File: src/rtl/icc_pkg.sv
// Shared types and constants of the iteration count colormap unit.
package icc_pkg;

    localparam int COUNT_W     = 8;
    localparam int COLOR_W     = 8;
    localparam int Q_W         = 32;
    localparam int SCALE_W     = 13;
    localparam int QUEUE_DEPTH = 4;
    localparam int QUEUE_AW    = $clog2(QUEUE_DEPTH);
    localparam int QUEUE_CW    = $clog2(QUEUE_DEPTH + 1);

    localparam logic [COUNT_W-1:0] MAX_ITER_RESET = 8'd60;

    // 9*255, 15*255 and 2*8.5*255 (blue drops one more bit at the end)
    localparam logic [SCALE_W-1:0] RED_SCALE     = 13'd2295;
    localparam logic [SCALE_W-1:0] GREEN_SCALE   = 13'd3825;
    localparam logic [SCALE_W-1:0] BLUE_SCALE_X2 = 13'd4335;

    typedef struct packed {
        logic [COUNT_W-1:0] count;
        logic               zero;
    } t_item;

    typedef struct packed {
        logic vld;
        logic zero;
    } t_tag;

endpackage

File: src/rtl/icc_front.sv
// Front end: accepts counts and classifies the cases with an all-zero color.
module icc_front (
    input  logic                        i_valid,
    output logic                        o_ready,
    input  logic [icc_pkg::COUNT_W-1:0] i_iteration_count,
    input  logic [icc_pkg::COUNT_W-1:0] i_max_iterations,
    input  logic                        i_full,
    output logic                        o_push,
    output icc_pkg::t_item              o_item,
    output logic [icc_pkg::COUNT_W-1:0] o_bound
);
    import icc_pkg::*;

    // a zero bound behaves as one
    assign o_bound = (i_max_iterations == '0) ? COUNT_W'(1) : i_max_iterations;

    assign o_ready = !i_full;
    assign o_push  = i_valid && !i_full;

    // t = 0 or t = 1 (count at or above the bound) give black
    assign o_item.count = i_iteration_count;
    assign o_item.zero  = (i_iteration_count == '0) || (i_iteration_count >= o_bound);

endmodule

File: config.mk
export PLATFORM = sky130hd
export DESIGN_NAME = icc_front
export DESIGN_NICKNAME = d
export VERILOG_FILES = /design/src/rtl/icc_pkg.sv /design/src/rtl/icc_front.sv
export SDC_FILE = /design/constraint.sdc
export NUM_CORES = 1
export LEC_CHECK = 0
export BUFFER_PORTS_ARGS = -buffer_cell sky130_fd_sc_hd__buf_2
export CAP_MARGIN = 20
export CORE_AREA = 5 5 42 44
export DETAILED_ROUTE_END_ITERATION = 6
export DIE_AREA = 0 0 47 49
export MAX_ROUTING_LAYER = met4
export SLEW_MARGIN = 20
export SYNTH_ARGS = -nofsm -noshare
export SYNTH_HDL_FRONTEND = slang
export SYNTH_SLANG_ARGS = --single-unit
File: constraint.sdc
create_clock -name vclk -period 1.7
set_input_delay 0.085 -clock vclk [all_inputs]
set_output_delay 0.085 -clock vclk [all_outputs]
set_load 0.05 [all_outputs]
==> results of run 1 <==
## cell type report
class / count / area, um2 / share of cell area
Multi-Input combinational cell: 25 / 236 / 0.476
Timing Repair Buffer: 39 / 206 / 0.416
Inverter: 9 / 33.8 / 0.0680
Tap cell: 16 / 20.0 / 0.0403
## metrics by stage
step	instance area [um2]	power (uW)	util	instances	TNS [ns]
3_3_place_gp	482	198	0.344	89	-0.0574
4_1_cts	488	205	0.348	89	-0.0892
5_1_grt	497	221	0.354	89	-0.121
3_5_place_dp	482	200	0.344	89	-0.110
2_1_floorplan	348	154	-	49	-0.0385
6_report	497	205	0.354	89	-0.0512
## power by group
| group | leakage, uW | internal (uW) | switching (uW) |
|---|---|---|---|
| sequential | 0 | 0 | 0 |
| clock | 0 | 0 | 0 |
| combinational | 0.000311 | 63.1 | 142 |
| total | 0.000311 | 63.1 | 142 |
## cells in the mapped netlist (all sizes together)
| cell | number |
|---|---|
| a21o | 1 |
| nor4 | 3 |
| nand2 | 1 |
| a41o | 1 |
| clkbuf | 7 |
| inv | 9 |
| nor3b | 1 |
| a21oi | 1 |
| o21ai | 2 |
| nor2 | 3 |
| a221o | 1 |
| ha | 8 |
| buf | 8 |
| nor2b | 1 |
| nand3 | 1 |
| nand4 | 1 |
## cells by family after synthesis
| kind of cell | synth area share |
|---|---|
| buf+inv | 0.368 |
| compound gates | 0.130 |
| fa+ha+maj | 0.307 |
| simple gates | 0.195 |
## routing by layer
layer	vias up	GRT usage
li1	199	-
met1	167	0.126
met2	24	0.138
met3	0	0
met5	-	-
met4	0	0
## layout by cell type, fill, tap and decap left out
| cell | n |
|---|---|
| nor4_4 | 1 |
| nand2_1 | 1 |
| buf_2 | 36 |
| buf_4 | 2 |
| ha_4 | 1 |
| nor2_1 | 3 |
| a221o_2 | 1 |
| nand3_1 | 1 |
| a41o_2 | 1 |
| ha_1 | 7 |
| inv_1 | 9 |
| a21oi_1 | 1 |
| nand4_1 | 1 |
| nor3b_2 | 1 |
| buf_6 | 1 |
| o21ai_1 | 1 |
| nor2b_1 | 1 |
| nor4_1 | 2 |
| a21o_1 | 1 |
| o21ai_0 | 1 |
## repair_timing
| action | CTS | global route |
|---|---|---|
| pin swaps | 2 | 2 |
| setup endpoints to repair | 1 | 1 |
| resized for setup | 2 | 1 |
## worst max path at each step
stage | start | to | slack [ns] | cells after the start
finish | i_max_iterations[4] | o_item[0] | -0.05 | 8
global route | i_max_iterations[4] | o_item[0] | -0.12 | 8
CTS | i_max_iterations[3] | o_item[0] | -0.09 | 8
detailed placement | i_max_iterations[4] | o_item[0] | -0.11 | 8
global placement | i_max_iterations[4] | o_item[0] | -0.06 | 8
floorplan | i_max_iterations[4] | o_item[0] | -0.04 | 6
==> reports/results.ini, run 1 <==
[layout]
num_antenna_cells=0
synthToLayoutAreaGrowth_pct=52.1
layout-drive-gt1-share=0.603
finalNetCount=101
seq_cells=0
fill_cells=153
seqCellArea_um2=0
clkbuf_count=0

[route]
num_vias=390
drt-total-wl_um=961
avgViaCountPerCell=4.38
met1_length_um=426
wl_per_cell_um=10.8
firstDrtPassIters=2
drt_iter0_markers=6
drc=0
highest_layer=met3
met3_length_um=128
ant_nets=0
wl_met2_um=405

[place]
post-dp-hpwl_um=901
dp_slack_ns=-0.110
place.gp.congestion=0.756
portBuffers=37

[global_route]
grt_pass1_vias=363
grt_max_degree=4
antenna_found_initial=0
grt_pass1_wl_um=1550
grt_overflow=0
grtUsageTotal=0.0856

[pwr]
peakVddDrop_v=0.000167
leakage_uw=0.000311
power.density_mw_per_mm2=413

[synth]
synth.avg_cell_area_um2=6.66
postSynthNetCount=75
postSynthCellCount=49
synth.top_cell.area_share=0.307
synth_area_leader_cell=ha_1
seq_area_frac_synth=0
syn-cell-area_um2=327
ys_top_cells_by_area=ha_1, buf_4, inv_1, clkbuf_1, nor4_1
yosysWarningCount=0
ys_types=17

[floorplanning]
dieHeight_um=49
start_util=0.233
core-area_mm2=0.00140
ios=37
row_count=14
design.die.area_mm2=0.00230
chipWidth_um=47

[timing]
worst_slack_ns=-0.0512
fmax_mhz=571
finalHoldViolCount=0
rsz0062_at_grt=yes
setup_viol=1
tightest_slew_ns=0.283
maxSlewHeadroom=0.809
fin_crit_sh=1.03
period_needed_ns=1.75
slew_viol_final=0
fin_hold_ws_ns=0.473

[hold_path]
hold_end=o_bound[6]
hold_depth=2
hold_class=input port to primary output
holdCritStartpoint=i_max_iterations[6]

[critical_path]
crit_arrival_ns=1.67
path_cells=buf_2 > nor4_4 > a41o_2 > ha_4 > nor3b_2 > o21ai_1 > a221o_2 > buf_6
critical_path.slowest_cell=a221o_2
path_delay_family=compound AO/OA/AOI/OAI gates
cp-end-kind=primary output
crit_required_ns=1.62
crit_path_start_kind=input port
criticalPathCategory=input port to primary output
slowest_delay_ns=0.36
path_buf_inv=2
worstPathMaxFanout=2

[cts]
post-cts-setup-buffers=0
holdBufCountCts=0

[job]
max_cap_violations=0

[run_status]
violations=negative setup slack
status=complete, but fails checks

Note: power is estimated with default switching activity, not from simulation.
==> run 2, diff against run 1 <==
--- a/config.mk
+++ b/config.mk
@@ -6,7 +6,6 @@
 export NUM_CORES = 1
 export LEC_CHECK = 0
 export BUFFER_PORTS_ARGS = -buffer_cell sky130_fd_sc_hd__buf_2
-export CAP_MARGIN = 20
 export CORE_AREA = 5 5 42 44
 export DETAILED_ROUTE_END_ITERATION = 6
 export DIE_AREA = 0 0 47 49
==> constraint.sdc (replaced) <==
create_clock -name vclk -period 1.8
set_input_delay 0.09 -clock vclk [all_inputs]
set_output_delay 0.09 -clock vclk [all_outputs]
set_load 0.05 [all_outputs]
==> reports/results.ini, run 2 (same netlist as run 1, synthesis figures left out) <==
[critical_path]
criticalPathCategory=input port to primary output
path_cells=buf_2 > nor4_4 > a41o_2 > ha_1 > nor3b_2 > o21ai_1 > a221o_2 > buf_6
cp-end-kind=primary output
crit_required_ns=1.71
crit_path_start_kind=input port
slowest_delay_ns=0.36
critical_path.slowest_cell=a221o_2
crit_arrival_ns=1.68
worstPathMaxFanout=2

[global_route]
gr-max-usage-layer=met2
use_met1=0.100
grt_util_met3=0
grt_pass1_wl_um=1570
grt.met2_usage=0.165
grt_pass1_vias=408
antenna_found_initial=0
grt_overflow=0
grt_max_degree=4
grtUsageTotal=0.0856

[pwr]
power.density_mw_per_mm2=390
swShare=0.689
pwr-share-clk=0
internal_power_uw=59.6
switching_power_uw=132
p_comb_frac=1.000
pwr-share-seq=0
leakage_uw=0.000316
peakVddDrop_v=0.000122

[route]
firstDrtPassIters=1
ant_nets=0
drc=0
drt_iter0_markers=0
drt-total-wl_um=915
avgViaCountPerCell=4.32
wl_per_cell_um=10.2
num_vias=389

[timing]
fmax_mhz=565
finalHoldViolCount=0
slew_viol_final=0
tightest_slew_ns=0.305
period_needed_ns=1.77
rsz0062_at_grt=yes
maxSlewHeadroom=0.795
setup_viol=0
fin_crit_sh=0.983

[layout]
seq_cells=0
layout_commonest_cell=buf_2
layout_common_cells=buf_2, inv_1, ha_1, nor2_1, buf_4
finalNonFillerCells=90
num_antenna_cells=0
seqCellArea_um2=0
clkbuf_count=0
fill_cells=167
synthToLayoutAreaGrowth_pct=50.6
design_area_um2=492
multi_input_area_um2=224
layout-drive-gt1-share=0.595
finalNetCount=102

[cts]
post-cts-setup-buffers=0

[floorplanning]
chipWidth_um=47
core-area_mm2=0.00140
ios=37
design.die.area_mm2=0.00230
start_util=0.233
row_count=14
dieHeight_um=49

[place]
dpl_cell_area_um2=470
place.gp.congestion=0.789
portBuffers=37
post-dp-hpwl_um=876
dp.cells=90

[hold_path]
hold_class=input port to primary output

[job]
max_cap_violations=0

[run_status]
status=finished, final reports clean

## run 2: changes by cell type in the layout (fill, tap and decap cells not counted), sizes merged
| cell | previous run | this run |
|---|---|---|
| buf | 39 | 40 |
## run 2: worst paths after layout
kind / cells after the start / endpoint / start / slack [ns]
setup / recovery: 8 / o_item[0] / i_max_iterations[4] / 0.03
hold / removal: 2 / o_bound[1] / i_max_iterations[1] / 0.48
## run 2: power by group through the flow
stage | Sequential, uW | Combinational [uW] | Clock, uW
2_1_floorplan | 0 | 143 | 0
6_report | 0 | 192 | 0
4_1_cts | 0 | 195 | 0
3_3_place_gp | 0 | 184 | 0
5_1_grt | 0 | 207 | 0
3_5_place_dp | 0 | 186 | 0
## run 2: what timing repair did
action	in CTS	in global routing
pin swaps	1	1
endpoints found under the setup margin	1	1
resized for setup	4	0
hold buffers	0	0
## run 2: metrics by stage
step	TNS (ns)	util	total power [uW]	hold WS (ns)	worst slack, ns
final	0	0.351	192	0.483	0.0306
after CTS	0	0.351	195	0.484	0.000971
after global routing	-0.0490	0.351	207	0.490	-0.0490
after global placement	-0.0616	0.336	184	0.484	-0.0616
after floorplan	0	-	143	0.347	0.00604
after detailed placement	-0.118	0.336	186	0.484	-0.118
## run 2: critical path: cells and delay by family
family	cells	cell delay, ns
AO/OA/AOI/OAI	3	0.66
AND/OR/NAND/NOR	2	0.42
buffers and inverters	2	0.28
adder cells (fa/ha/maj)	1	0.23
## run 2: routing by layer
metal	vias to the layer above	wire length [um]
li1	204	-
met1	164	345
met2	21	466
met3	0	103
met4	0	0
met5	-	0
## run 2: cell type report
cell class / count / share of cell area
tap: 16 / 0.0407
multi-input combinational: 25 / 0.455
timing repair buffer: 40 / 0.435
inverter: 9 / 0.0687
==> run 3, diff against run 2 <==
--- a/config.mk
+++ b/config.mk
@@ -6,9 +6,11 @@
 export NUM_CORES = 1
 export LEC_CHECK = 0
 export BUFFER_PORTS_ARGS = -buffer_cell sky130_fd_sc_hd__buf_2
+export CAP_MARGIN = 0
 export CORE_AREA = 5 5 42 44
 export DETAILED_ROUTE_END_ITERATION = 6
 export DIE_AREA = 0 0 47 49
+export GPL_ROUTABILITY_DRIVEN = 0
 export MAX_ROUTING_LAYER = met4
 export SLEW_MARGIN = 20
 export SYNTH_ARGS = -nofsm -noshare
==> constraint.sdc (replaced) <==
create_clock -name vclk -period 1.8
set_input_delay 0.18 -clock vclk [all_inputs]
set_output_delay 0.18 -clock vclk [all_outputs]
set_load 0.05 [all_outputs]
==> reports/results.ini, run 3 (same netlist as run 1, synthesis figures left out) <==
[run_status]
status=complete, but fails checks
violations=negative setup slack

[timing]
finalHoldViolCount=0
rsz0062_at_grt=yes
slew_viol_final=0
fmax_mhz=518
fin_hold_ws_ns=0.664
fin_crit_sh=1.07
period_needed_ns=1.93
setup_viol=1
tightest_slew_ns=0.261
worst_slack_ns=-0.129
maxSlewHeadroom=0.824

[floorplanning]
chipWidth_um=47
start_util=0.233
row_count=14
core-area_mm2=0.00140
ios=37
dieHeight_um=49
design.die.area_mm2=0.00230

[critical_path]
cp-end-kind=primary output
crit_arrival_ns=1.75
criticalPathCategory=input port to primary output
crit_required_ns=1.62
worstPathMaxFanout=2
slowest_delay_ns=0.36
path_delay_family=compound AO/OA/AOI/OAI gates
crit_path_start_kind=input port
path_cells=buf_2 > nor4_4 > a41o_2 > ha_4 > nor3b_2 > o21ai_1 > a221o_2 > buf_6
path_buf_inv=2
critical_path.slowest_cell=a221o_2

[route]
firstDrtPassIters=4
drt-total-wl_um=1010
avgViaCountPerCell=4.45
ant_nets=0
wl_per_cell_um=11.1
drt_iter0_markers=5
num_vias=405
drc=0

[place]
post-dp-hpwl_um=902
dpl_cell_area_um2=497
dp_slack_ns=-0.220
dp.cells=91
portBuffers=37

[global_route]
grt_pass1_wl_um=1640
grt_pass1_vias=372
grt_max_degree=4
antenna_found_initial=0
grt_overflow=0
grtUsageTotal=0.0914

[layout]
design_area_um2=512
fill_cells=160
fin_util=0.365
synthToLayoutAreaGrowth_pct=56.7
layout_common_cells=buf_2, inv_1, ha_1, buf_4, nor2_1
layout-drive-gt1-share=0.613
seq_cells=0
seqCellArea_um2=0
layout_commonest_cell=buf_2
finalNetCount=103
clkbuf_count=0
num_antenna_cells=0
finalNonFillerCells=91

[job]
max_cap_violations=0

[cts]
post-cts-setup-buffers=0

[pwr]
power.density_mw_per_mm2=386
peakVddDrop_v=0.000149
leakage_uw=0.000320

[hold_path]
hold_class=input port to primary output

## run 3: metrics by stage
step	power [uW]	setup TNS, ns
finish	197	-0.129
global route	215	-0.208
CTS	199	-0.175
detailed placement	192	-0.220
global placement	190	-0.149
floorplan	145	-0.129
## run 3: path summary, 6_finish.rpt
kind / from / to / depth (start not counted)
max: i_max_iterations[4] / o_item[0] / 8
min: i_max_iterations[6] / o_bound[6] / 2
## run 3: final cells by class
class,instances,area [um2],share of cell area
Inverter,9,33.8,0.0660
Multi-Input combinational cell,25,236,0.462
Timing Repair Buffer,41,221,0.433
Tap cell,16,20.0,0.0391
## run 3: repair_timing
item	CTS	global route
hold buffers	0	0
pin swaps	1	1
endpoints found under the setup margin	1	1
gates resized for setup	3	0
## run 3: metal layers
layer,wire [um],GRT usage,up-vias
met5,0,-,-
met4,0,0,0
met3,128,0,0
met2,484,0.149,26
met1,400,0.133,173
li1,-,-,206
## run 3: power breakdown
group	internal, uW	switching (uW)
Sequential	0	0
Clock	0	0
Combinational	62.4	135
