**src/rtl/icc_pkg.sv**
```systemverilog
// Shared types and constants of the iteration count colormap unit.
package icc_pkg;

    localparam int COUNT_W     = 8;
    localparam int COLOR_W     = 8;
    localparam int Q_W         = 32;
    localparam int SCALE_W     = 13;
    localparam int QUEUE_DEPTH = 4;
    localparam int QUEUE_AW    = $clog2(QUEUE_DEPTH);
    localparam int QUEUE_CW    = $clog2(QUEUE_DEPTH + 1);

    localparam logic [COUNT_W-1:0] MAX_ITER_RESET = 8'd60;

    // 9*255, 15*255 and 2*8.5*255 (blue drops one more bit at the end)
    localparam logic [SCALE_W-1:0] RED_SCALE     = 13'd2295;
    localparam logic [SCALE_W-1:0] GREEN_SCALE   = 13'd3825;
    localparam logic [SCALE_W-1:0] BLUE_SCALE_X2 = 13'd4335;

    typedef struct packed {
        logic [COUNT_W-1:0] count;
        logic               zero;
    } t_item;

    typedef struct packed {
        logic vld;
        logic zero;
    } t_tag;

endpackage

```
**src/rtl/icc_fifo.sv**
```systemverilog
// Short queue between the front end and the arithmetic back end.
module icc_fifo (
    input  logic           i_clk,
    input  logic           i_rst_n,
    input  logic           i_push,
    input  icc_pkg::t_item i_item,
    output logic           o_full,
    input  logic           i_pop,
    output logic           o_avail,
    output icc_pkg::t_item o_item
);
    import icc_pkg::*;

    t_item               r_mem [QUEUE_DEPTH];
    logic [QUEUE_AW-1:0] r_wr_ptr, n_wr_ptr;
    logic [QUEUE_AW-1:0] r_rd_ptr, n_rd_ptr;
    logic [QUEUE_CW-1:0] r_cnt, n_cnt;

    assign o_full  = (r_cnt == QUEUE_CW'(QUEUE_DEPTH));
    assign o_avail = (r_cnt != '0);
    assign o_item  = r_mem[r_rd_ptr];

    always_comb begin
        n_wr_ptr = i_push ? r_wr_ptr + 1'b1 : r_wr_ptr;
        n_rd_ptr = i_pop  ? r_rd_ptr + 1'b1 : r_rd_ptr;
        n_cnt    = r_cnt;
        if (i_push && !i_pop) begin
            n_cnt = r_cnt + 1'b1;
        end else if (!i_push && i_pop) begin
            n_cnt = r_cnt - 1'b1;
        end
    end

    always_ff @(posedge i_clk) begin
        if (!i_rst_n) begin
            r_wr_ptr <= '0;
            r_rd_ptr <= '0;
            r_cnt    <= '0;
        end else begin
            r_wr_ptr <= n_wr_ptr;
            r_rd_ptr <= n_rd_ptr;
            r_cnt    <= n_cnt;
        end
    end

    always_ff @(posedge i_clk) begin
        if (i_push) begin
            r_mem[r_wr_ptr] <= i_item;
        end
    end

    a_cnt_bound: assert property (@(posedge i_clk) disable iff (!i_rst_n)
        r_cnt <= QUEUE_CW'(QUEUE_DEPTH))
        else $error("queue count above depth");

    a_no_underflow: assert property (@(posedge i_clk) disable iff (!i_rst_n)
        i_pop |-> r_cnt != '0)
        else $error("pop from empty queue");

    a_cnt_inc: assert property (@(posedge i_clk) disable iff (!i_rst_n)
        (i_push && !i_pop) |=> r_cnt == $past(r_cnt) + 1'b1)
        else $error("queue count did not advance on push");

endmodule

```
**config.mk**
```make
export PLATFORM = sky130hd
export DESIGN_NAME = icc_fifo
export DESIGN_NICKNAME = d
export VERILOG_FILES = /design/src/rtl/icc_pkg.sv /design/src/rtl/icc_fifo.sv
export SDC_FILE = /design/constraint.sdc
export NUM_CORES = 1
export LEC_CHECK = 0
export BUFFER_PORTS_ARGS = -buffer_cell sky130_fd_sc_hd__clkbuf_2
export CAP_MARGIN = 20
export CORE_ASPECT_RATIO = 0.6
export CORE_MARGIN = 5
export CORE_UTILIZATION = 35
export CTS_CLUSTER_SIZE = 25
export DETAILED_ROUTE_END_ITERATION = 16
export GPL_TIMING_DRIVEN = 0
export PLACE_DENSITY_LB_ADDON = 0.12
export SLEW_MARGIN = 10
export SYNTH_ARGS = -nofsm -noshare
export SYNTH_HDL_FRONTEND = slang
export SYNTH_SLANG_ARGS = --single-unit
```
**constraint.sdc**
```tcl
create_clock -name i_clk -period 2.05 [get_ports i_clk]
set_input_delay 0.41 -clock i_clk [delete_from_list [all_inputs] [get_ports i_clk]]
set_output_delay 0.41 -clock i_clk [all_outputs]
set_load 0.1 [all_outputs]
```
==> key figures, run 1 <==
Setup path
  – Worst path required time: 1640 ps
  – Crit-path cells: buf_6 > mux4_2 > clkbuf_8
  – Reg2reg setup slack: 570 ps
  – Crit path kind: reg2out
  – Top Family by Delay on Critical Path: multiplexers
  – Crit path buf inv count: 2
  – CP endpoint kind: output port
  – Startpoint types: flip-flop
  – Slowest stage delay, CP: between 500 and 600 ps
  – Crit Reg-Reg Startpoint: r_cnt[0]
  – WP data arrival: about 1600 ps
  – CP max stage cell: mux4_2
  – Reg2Reg Depth: 4
  – Crit-path max FO: 9
  – Worst path depth: 3

Logic synthesis
  – Ys flop type: edfxtp_1
  – Cell variety after synth: 18
  – EDFF count, synth: 36
  – Largest family of logic cells by synthesized area: multiplexers
  – Simple-Gate Fraction of Synth Area: 5.30%
  – Compound-Gate Fraction of Synth Area: 0.716%
  – Gate Count Post-Synth: 90
  – Syn_area_per_cell: 19.4 sq um
  – Sequential area share after synthesis: 72.2%
  – Mux share of post-synthesis cell area: 12.8%
  – Asr flop ratio synth: 0%
  – FF+latch count, synth: 45
  – Synth Area in Adders: 4.73%
  – Yosys warns: 0
  – XOR/XNOR share of the synthesized area: 2.51%
  – Post-Synthesis Net Count: around 110
  – Mapped Area: roughly 0.0017 sq mm

Finish
  – Layout cell share with drive strength beyond 1: 34.7%
  – N_diodes: 0
  – Post-route core utilization: 43.8%
  – P&R area growth vs syn: 18.0%
  – Final std cells w/o fill: 184
  – Nets@finish: 139

GRT
  – First-pass GRT wire length: approximately 4600 um
  – Largest net degree at the start of global routing: 14
  – Vias in the first global route: around 910
  – Congestion Overflow GR: 0
  – Initial antenna violation count: 0
  – All-Layer GR Usage: 9.64%

Pwr
  – Pleak: roughly 0.00075 uW
  – Worst vdd ir: 414 uV
  – Tot Pwr: 2080 uW
  – PD cells: 1010 mW/mm^2

Floorplanning
  – I/O pin total: 24
  – Starting Density: 37.1%
  – Die width: 101 um
  – Area of the core: 0.00471 sq mm
  – Die footprint: about 0.0065 sq mm
  – FP Rows: 19
  – DIE HEIGHT: 64.7 um

Timing
  – Slew margin rel.: 64.1%
  – Final slew viol count: 0
  – Final hold slack: 345 ps
  – Fmax: 507 MHz
  – RSZ-0062 raised after global routing: no
  – Setup TNS: 0 ps
  – Final Hold Viols: 0
  – Final min period: 1970 ps
  – Setup violators final: 0
  – Layout Skew: 1.84 ps
  – Actual slew at the worst max-slew pin: 541 ps
  – Fin crit share: 96.2%

Clocking
  – H-tree depth: 2
  – TritonCTS buffer count: 5
  – Clk_lat worst skew: around 280 ps
  – Clk buf depth: 2
  – CTS sink cnt: 45
  – CTS tree: yes
  – Root Driver: clkbuf_8
  – Post-CTS setup buffer count: 0
  – Clk slew on worst S/H paths: 80 ps

Placement
  – GP Congestion: 0.671
  – HPWL after DPL: 1970 um
  – Placed Cells: ~180
  – Count of input and output buffers: 23

Route
  – Vias: 811
  – Drt via density: 4.41
  – ANT nets after route: 0
  – WL per Instance: 15.0 um
  – WL final: 2750 um
  – DR pass1 iterations: 4
  – Residual DRC count: 0
  – Initial DRC count: 25

Flow run
  – Max Cap Viol: 0

Worst hold path
  – Hold path startpoint: i_item[4]
  – Hold depth: 1
  – Worst hold path type: in2reg

Status
  – Status: complete, no violations
-- synthesized netlist by cell type (2+ instances only) --
library cell / n / area share, %
and2_1: 9 / 3.2
dfxtp_1: 9 / 10
edfxtp_1: 36 / 62
ha_1: 5 / 3.6
inv_1: 4 / 0.86
mux2i_1: 2 / 1.1
mux4_2: 9 / 12
nor2b_1: 2 / 0.72
or3_1: 2 / 0.72
xnor2_1: 2 / 1.0
xor2_1: 3 / 1.5
-- layout make-up --
type / instances / area (sq um)
flip-flops and latches: 45 / 1260
clock buffers: 6 / 72.6
multi-input cells: 39 / 459
repair buffers: 23 / 148
fillers: 437 / 2650
inverters: 4 / 15.0
well taps: 63 / 78.8
plain buffers: 2 / 16.3
clock inverters: 2 / 10.0
-- cells in the final DEF, fill, tap and decap left out, drive strengths merged --
cell / count
edfxtp: 36
clkbuf: 22
mux4: 9
and2: 9
dfxtp: 9
buf: 9
ha: 5
inv: 4
xor2: 3
or3: 2
xnor2: 2
mux2i: 2
nor2b: 2
clkinv: 2
nor3b: 1
nand2: 1
o21ai: 1
a21boi: 1
fa: 1
-- logic make-up (layout without fill, tap and decap cells) --
kind of cell | count (synthesis) | count (layout)
adder cells (fa/ha/maj) | 6 | 6
flip-flops | 45 | 45
XOR/XNOR | 5 | 5
AND/OR/NAND/NOR | 15 | 15
multiplexers | 11 | 11
buffers and inverters | 6 | 37
AO/OA/AOI/OAI | 2 | 2
-- per-layer routing --
layer / GRT usage, % / vias to the layer above / part of all wire, %
met4: 3.48 / 0 / 0.55
met1: 12.3 / 391 / 48
met5: 0 / - / 0
li1: - / 401 / -
met3: 4.39 / 2 / 6.4
met2: 14.5 / 17 / 45
-- worst register-to-register path: stages, from the launching register on --
cell and delay [ps]:
dfxtp_1 370, fa_1 440, xor2_1 170, or3_1 300
a21boi_1 130
-- through the flow --
step           instance area [sq um]  setup slack [ps]
2_1_floorplan                   1750              75.7
3_3_place_gp                    1950               182
3_5_place_dp                    1950               160
4_1_cts                         2060              4.32
5_1_grt                         2060              6.52
6_report                        2060              78.5
-- path summary, 6_finish.rpt --
check | end
setup / recovery | o_item[3]
hold / removal | r_mem[0][4]
setup reg to reg | r_cnt[2]
hold reg to reg | r_cnt[2]
-- state kept, by name, summed over array words and instances (netlist names), named ones only --
name,cells
r_cnt,3
r_rd_ptr,2
r_wr_ptr,2
r_mem,36
-- where the power goes --
| group | internal [uW] | switching [uW] |
|---|---|---|
| logic | 140 | 372 |
| registers | 1040 | 26.7 |
| clock network | 236 | 264 |
| total | 1420 | 663 |
-- what timing repair did --
item | 4_1_cts | 5_1_grt
setup endpoints to repair | 9 | 8
hold buffers | 0 | 0
resized for setup | 10 | 9
(Power assumes the default switching activity.)
==> inputs of run 2 (changes only) <==
--- a/config.mk
+++ b/config.mk
@@ -13,7 +13,7 @@
 export CTS_CLUSTER_SIZE = 25
 export DETAILED_ROUTE_END_ITERATION = 16
 export GPL_TIMING_DRIVEN = 0
-export PLACE_DENSITY_LB_ADDON = 0.12
+export PLACE_DENSITY = 0.5
 export SLEW_MARGIN = 10
 export SYNTH_ARGS = -nofsm -noshare
 export SYNTH_HDL_FRONTEND = slang
==> constraint.sdc (replaced) <==
create_clock -name i_clk -period 2.05 [get_ports i_clk]
set_input_delay 0.1025 -clock i_clk [delete_from_list [all_inputs] [get_ports i_clk]]
set_output_delay 0.1025 -clock i_clk [all_outputs]
set_load 0.1 [all_outputs]
==> run 2 against run 1 <==
Non-clock buffer count did not move. Die area did not move. Clock power rose by 28%. Critical path type unchanged. Highest routed layer unchanged.
==> key figures, run 2 (synthesis gave the netlist of run 1 again) <==
Timing
  – Layout Skew: 2.29 ps (+0.446 ps)
  – Setup TNS: 0 ps (unchanged)
  – Slew margin rel.: 63.9% (-0.19 points)
  – Final slew viol count: 0 (unchanged)
  – Fmax: 548 MHz (+8.0%)
  – RSZ-0062 raised after global routing: no
  – Actual slew at the worst max-slew pin: 544 ps (+2.93 ps)
  – Fin crit share: 89.0% (-7.2 points)
  – Setup violators final: 0 (unchanged)
  – Final min period: 1820 ps (-147 ps)
  – Final hold slack: 28.9 ps (-316 ps)
  – Final Hold Viols: 0 (unchanged)

Setup path
  – Crit Reg-Reg Startpoint: r_cnt[0]
  – WP data arrival: 1720 ps (+160 ps)
  – Worst path required time: 1950 ps (+310 ps)
  – Worst Setup EP: o_item[4]
  – Reg2reg setup slack: 550 ps (-20 ps)
  – Startpoint types: flip-flop
  – Crit-path max FO: 9 (unchanged)
  – CP endpoint kind: output port
  – Crit path buf inv count: 2 (unchanged)
  – Reg-to-Reg End: r_cnt[2]
  – CP max stage cell: mux4_2
  – Reg2Reg Depth: 4 (unchanged)
  – Top Family by Delay on Critical Path: buffers and inverters
  – Crit path kind: reg2out
  – Worst path depth: 3 (unchanged)
  – Crit-path cells: buf_6 > mux4_2 > clkbuf_2
  – Slowest stage delay, CP: 520 ps (about the same)

Clocking
  – CTS tree: yes
  – TritonCTS buffer count: 5 (unchanged)
  – Clk_lat worst skew: 280 ps (about the same)
  – Clk buf depth: 2 (unchanged)
  – Clk slew on worst S/H paths: 80 ps (about the same)
  – Post-CTS sizing: 0 (-10)
  – CTS sink cnt: 45 (unchanged)
  – Post-CTS setup buffer count: 0 (unchanged)
  – CTS Hold Bufs: 0 (unchanged)
  – Root Driver: clkbuf_8
  – H-tree depth: 2 (unchanged)

Floorplanning
  – Area of the core: 0.00471 sq mm (unchanged)
  – I/O pin total: 24 (unchanged)
  – Die footprint: 0.00655 sq mm (unchanged)
  – Starting Density: 37.1% (unchanged)
  – FP Rows: 19 (unchanged)
  – Die width: 101 um (unchanged)
  – DIE HEIGHT: 64.7 um (unchanged)

GRT
  – Vias in the first global route: 876 (-3.8%)
  – Initial antenna violation count: 0 (unchanged)
  – Congestion Overflow GR: 0 (unchanged)
  – First-pass GRT wire length: 4510 um (-1.7%)
  – All-Layer GR Usage: 9.58% (-0.059 points)
  – Largest net degree at the start of global routing: 15 (+1)

Finish
  – Largest regs: r_mem: 36 flops, r_cnt: 3 flops
  – Commonest non-fill, non-tap cells in the layout: edfxtp_1, clkbuf_2, mux4_2, and2_1, dfxtp_1
  – Layout cell share with drive strength beyond 1: 34.7% (unchanged)
  – Largest reg by FF count: r_mem
  – P&R area growth vs syn: 17.7%
  – Nets@finish: 139 (unchanged)
  – Commonest non-fill, non-tap cell in the layout: edfxtp_1
  – Max reg flops: 36 (unchanged)
  – N_diodes: 0 (unchanged)

Route
  – Drt via density: 4.43 (+0.62%)
  – WL per Instance: 15.1 um (+1.2%)
  – ANT nets after route: 0 (unchanged)
  – WL final: 2780 um (+1.2%)
  – Vias: 816 (+0.62%)
  – Initial DRC count: 23 (-8.0%)
  – DR pass1 iterations: 4 (unchanged)
  – Residual DRC count: 0 (unchanged)

Placement
  – HPWL after DPL: 1930 um (-2.3%)
  – Count of input and output buffers: 23 (unchanged)
  – GP Congestion: 0.673 (+0.24%)

Pwr
  – Pleak: 0.000746 uW (-0.35%)
  – Worst vdd ir: 343 uV (-17%)
  – PD cells: 1070 mW/mm^2 (+5.9%)

Worst hold path
  – Worst hold path type: in2reg
  – Hold depth: 1 (unchanged)

Status
  – Status: complete, no violations

Flow run
  – Max Cap Viol: 0 (unchanged)
## run 2: changes by cell type in the layout (fill, tap and decap cells not counted), sizes merged
cell,before,now
clkinv,2,1
clkbuf,22,29
bufinv,0,1
clkinvlp,0,1
buf,9,1
## run 2: worst register-to-register path: cells and delay by family, from the launching register on
| family | cells | cell delay [ps] |
|---|---|---|
| and+or+nand+nor | 1 | 310 |
| xor gates and xnor gates | 1 | 180 |
| adders and majority gates | 1 | 440 |
| DFF | 1 | 370 |
| AOI/OAI and AO/OA | 1 | 140 |
## run 2: area by class of cell
| cell class | count | area [sq um] |
|---|---|---|
| inverters | 4 | 15.0 |
| repair buffers | 23 | 115 |
| multi-input cells | 39 | 459 |
| clock buffers | 5 | 68.8 |
| well taps | 63 | 78.8 |
| fillers | 432 | 2650 |
| plain buffers | 2 | 16.3 |
| flip-flops and latches | 45 | 1260 |
| clock inverters | 3 | 41.3 |
## run 2: per-stage QoR
stage | utilization, % | power (uW) | cells | setup WS [ps] | area, sq um
after global placement | 41.3 | 1580 | 176 | 490 | 1950
final | 43.7 | 2200 | 184 | 225 | 2060
after CTS | 43.7 | 2230 | 184 | 202 | 2060
after floorplan | - | 1500 | 90 | 383 | 1750
after detailed placement | 41.3 | 1590 | 176 | 452 | 1950
after global routing | 43.7 | 2300 | 184 | 135 | 2060
## run 2: routing by layer
layer	up-vias	wire length, um	track usage (%)
met5	-	0	0
met4	0	16	3.48
met3	2	135	3.97
met2	13	1240	14.8
met1	403	1390	12.1
li1	398	-	-
## run 2: how the worst min path moves through the flow
stage                          from          end  slack, ps
after floorplan           i_item[0]  r_mem[0][0]        200
after global placement    i_item[4]  r_mem[1][4]        320
after detailed placement  i_item[8]  r_mem[1][8]        330
after CTS                 i_item[8]  r_mem[1][8]         20
after global routing      i_item[2]  r_mem[0][2]          8
final                     i_item[2]  r_mem[0][2]         30
## run 2: power breakdown
part	total [uW]	switching [uW]	internal (uW)	leakage [uW]
logic	489	372	117	0.000290
clock network	641	283	359	0.0000518
registers	1070	26.7	1040	0.000405
==> inputs of run 3 (changes only) <==
--- a/config.mk
+++ b/config.mk
@@ -6,13 +6,14 @@
 export NUM_CORES = 1
 export LEC_CHECK = 0
 export BUFFER_PORTS_ARGS = -buffer_cell sky130_fd_sc_hd__clkbuf_2
-export CAP_MARGIN = 20
+export CAP_MARGIN = 30
 export CORE_ASPECT_RATIO = 0.6
 export CORE_MARGIN = 5
 export CORE_UTILIZATION = 35
 export CTS_CLUSTER_SIZE = 25
 export DETAILED_ROUTE_END_ITERATION = 16
 export GPL_TIMING_DRIVEN = 0
+export HOLD_SLACK_MARGIN = 0.05
 export PLACE_DENSITY = 0.5
 export SLEW_MARGIN = 10
 export SYNTH_ARGS = -nofsm -noshare
==> run 3 against run 2 <==
First-iteration DRC count shrank 17%. Sequential share of layout area is 2.6 points lower. Non-clock buffer count up 9. Maximum frequency barely moved. Critical path type unchanged. Largest cell class unchanged. Highest routed layer unchanged.
==> key figures, run 3 (synthesis gave the netlist of run 1 again) <==
Clocking
  – CTS sink cnt: 45 (unchanged)
  – Clk slew on worst S/H paths: 80 ps (about the same)
  – Clk_lat worst skew: 280 ps (about the same)
  – Clk buf depth: 2 (unchanged)
  – H-tree depth: 2 (unchanged)
  – Post-CTS sizing: 0 (unchanged)
  – CTS tree: yes
  – Root Driver: clkbuf_8
  – TritonCTS buffer count: 5 (unchanged)

Route
  – Drt via density: 4.33 (-2.4%)
  – WL final: 2820 um (+1.1%)
  – ANT nets after route: 0 (unchanged)
  – DR pass1 iterations: 4 (unchanged)
  – Residual DRC count: 0 (unchanged)
  – WL per Instance: 14.6 um (-3.6%)
  – Initial DRC count: 19 (-17%)
  – Vias: 835 (+2.3%)

Finish
  – Fillers: 423 (-2.1%)
  – Nets@finish: 148 (+6.5%)
  – Max reg flops: 36 (unchanged)
  – Commonest non-fill, non-tap cell in the layout: edfxtp_1
  – Commonest non-fill, non-tap cells in the layout: edfxtp_1, clkbuf_2
  – Layout cell share with drive strength beyond 1: 32.3% (-2.4 points)
  – P&R area growth vs syn: 22.9%
  – Largest regs: r_mem: 36 flops, r_cnt: 3 flops
  – Largest reg by FF count: r_mem
  – N_diodes: 0 (unchanged)

GRT
  – Initial antenna violation count: 0 (unchanged)
  – Congestion Overflow GR: 0 (unchanged)
  – First-pass GRT wire length: 4490 um (-0.60%)
  – Routing usage on met2: 14.3% (-0.49 points)
  – Global Route met1 Usage: 12.4% (+0.22 points)
  – All-Layer GR Usage: 9.51% (-0.065 points)
  – Gr busiest metal: met2
  – Grt met3 use: 3.97% (unchanged)
  – Vias in the first global route: 892 (+1.8%)
  – Largest net degree at the start of global routing: 15 (unchanged)

Pwr
  – Tot Pwr: 2210 uW (+0.58%)
  – Worst vdd ir: 360 uV (+5.1%)
  – Pleak: 0.000784 uW (+5.0%)
  – PD cells: 1030 mW/mm^2 (-3.6%)

Setup path
  – Crit-path max FO: 9 (unchanged)
  – WP data arrival: 1720 ps (about the same)
  – Worst path required time: 1950 ps (about the same)
  – Crit path kind: reg2out
  – Startpoint types: flip-flop
  – CP endpoint kind: output port

Timing
  – Setup violators final: 0 (unchanged)
  – Actual slew at the worst max-slew pin: 544 ps (+0.000894 ps)
  – Fin crit share: 88.9% (about the same)
  – Slew margin rel.: 63.9% (about the same)
  – RSZ-0062 raised after global routing: no
  – Final min period: 1820 ps (-1.56 ps)
  – Setup TNS: 0 ps (unchanged)
  – Final Hold Viols: 0 (unchanged)
  – Fmax: 548 MHz (about the same)
  – Final slew viol count: 0 (unchanged)
  – Layout Skew: 4.00 ps (+1.71 ps)

Worst hold path
  – Worst hold path type: in2reg

Flow run
  – Max Cap Viol: 0 (unchanged)

Status
  – Status: complete, no violations

Floorplanning
  – Starting Density: 37.1% (unchanged)
  – DIE HEIGHT: 64.7 um (unchanged)
  – FP Rows: 19 (unchanged)
  – Area of the core: 0.00471 sq mm (unchanged)
  – Die width: 101 um (unchanged)
  – I/O pin total: 24 (unchanged)
  – Die footprint: 0.00655 sq mm (unchanged)

Placement
  – Count of input and output buffers: 23 (unchanged)
  – GP Congestion: 0.673 (unchanged)
  – HPWL after DPL: 1930 um (unchanged)
[run 3: timing repair]
action                     CTS  global route
buffers inserted             0             0
hold endpoints to repair    33             0
hold buffers                 9             0
setup endpoints to repair    0             0
[run 3: metrics by stage]
| stage | util (%) | std cells | setup WS [ps] | area [sq um] | hold slack (ps) |
|---|---|---|---|---|---|
| 3_5_place_dp | 41.3 | 176 | 452 | 1950 | 327 |
| 2_1_floorplan | - | 90 | 383 | 1750 | 201 |
| 4_1_cts | 45.6 | 193 | 202 | 2150 | 126 |
| 5_1_grt | 45.6 | 193 | 135 | 2150 | 145 |
| 6_report | 45.6 | 193 | 227 | 2150 | 131 |
| 3_3_place_gp | 41.3 | 176 | 490 | 1950 | 317 |
[run 3: final cells by class]
class / count / area, sq um / area share, %
buffer: 2 / 16.3 / 0.758
clock buffer: 5 / 68.8 / 3.21
clock inverter: 3 / 41.3 / 1.92
inverter: 4 / 15.0 / 0.700
multi-input combinational: 39 / 459 / 21.4
sequential: 45 / 1260 / 58.8
tap: 63 / 78.8 / 3.67
timing repair buffer: 32 / 205 / 9.56
[run 3: final timing paths]
path / slack (ps) / cells after the start / end / from
setup reg to reg: 550 / 4 / r_cnt[2] / r_cnt[0]
setup / recovery: 230 / 3 / o_item[4] / flip-flop
hold reg to reg: 510 / 2 / r_cnt[2] / r_cnt[2]
hold / removal: 130 / 2 / r_rd_ptr[0] / i_rst_n
[run 3: report_power, final]
part / leakage [uW] / total (uW) / internal (uW) / switching (uW)
clock: 0.0000518 / 641 / 359 / 283
sequential: 0.000405 / 1070 / 1040 / 26.8
combinational: 0.000327 / 502 / 128 / 374
[run 3: worst max-delay path, stage by stage, from the launching register on]
cell and delay [ps]:
dfxtp_1 340, buf_6 180, mux4_2 520, clkbuf_2 380
[run 3: per-layer routing]
| metal | wire length [um] | vias up |
|---|---|---|
| li1 | - | 414 |
| met1 | 1400 | 404 |
| met2 | 1260 | 15 |
| met3 | 143 | 2 |
| met4 | 17 | 0 |
| met5 | 0 | - |
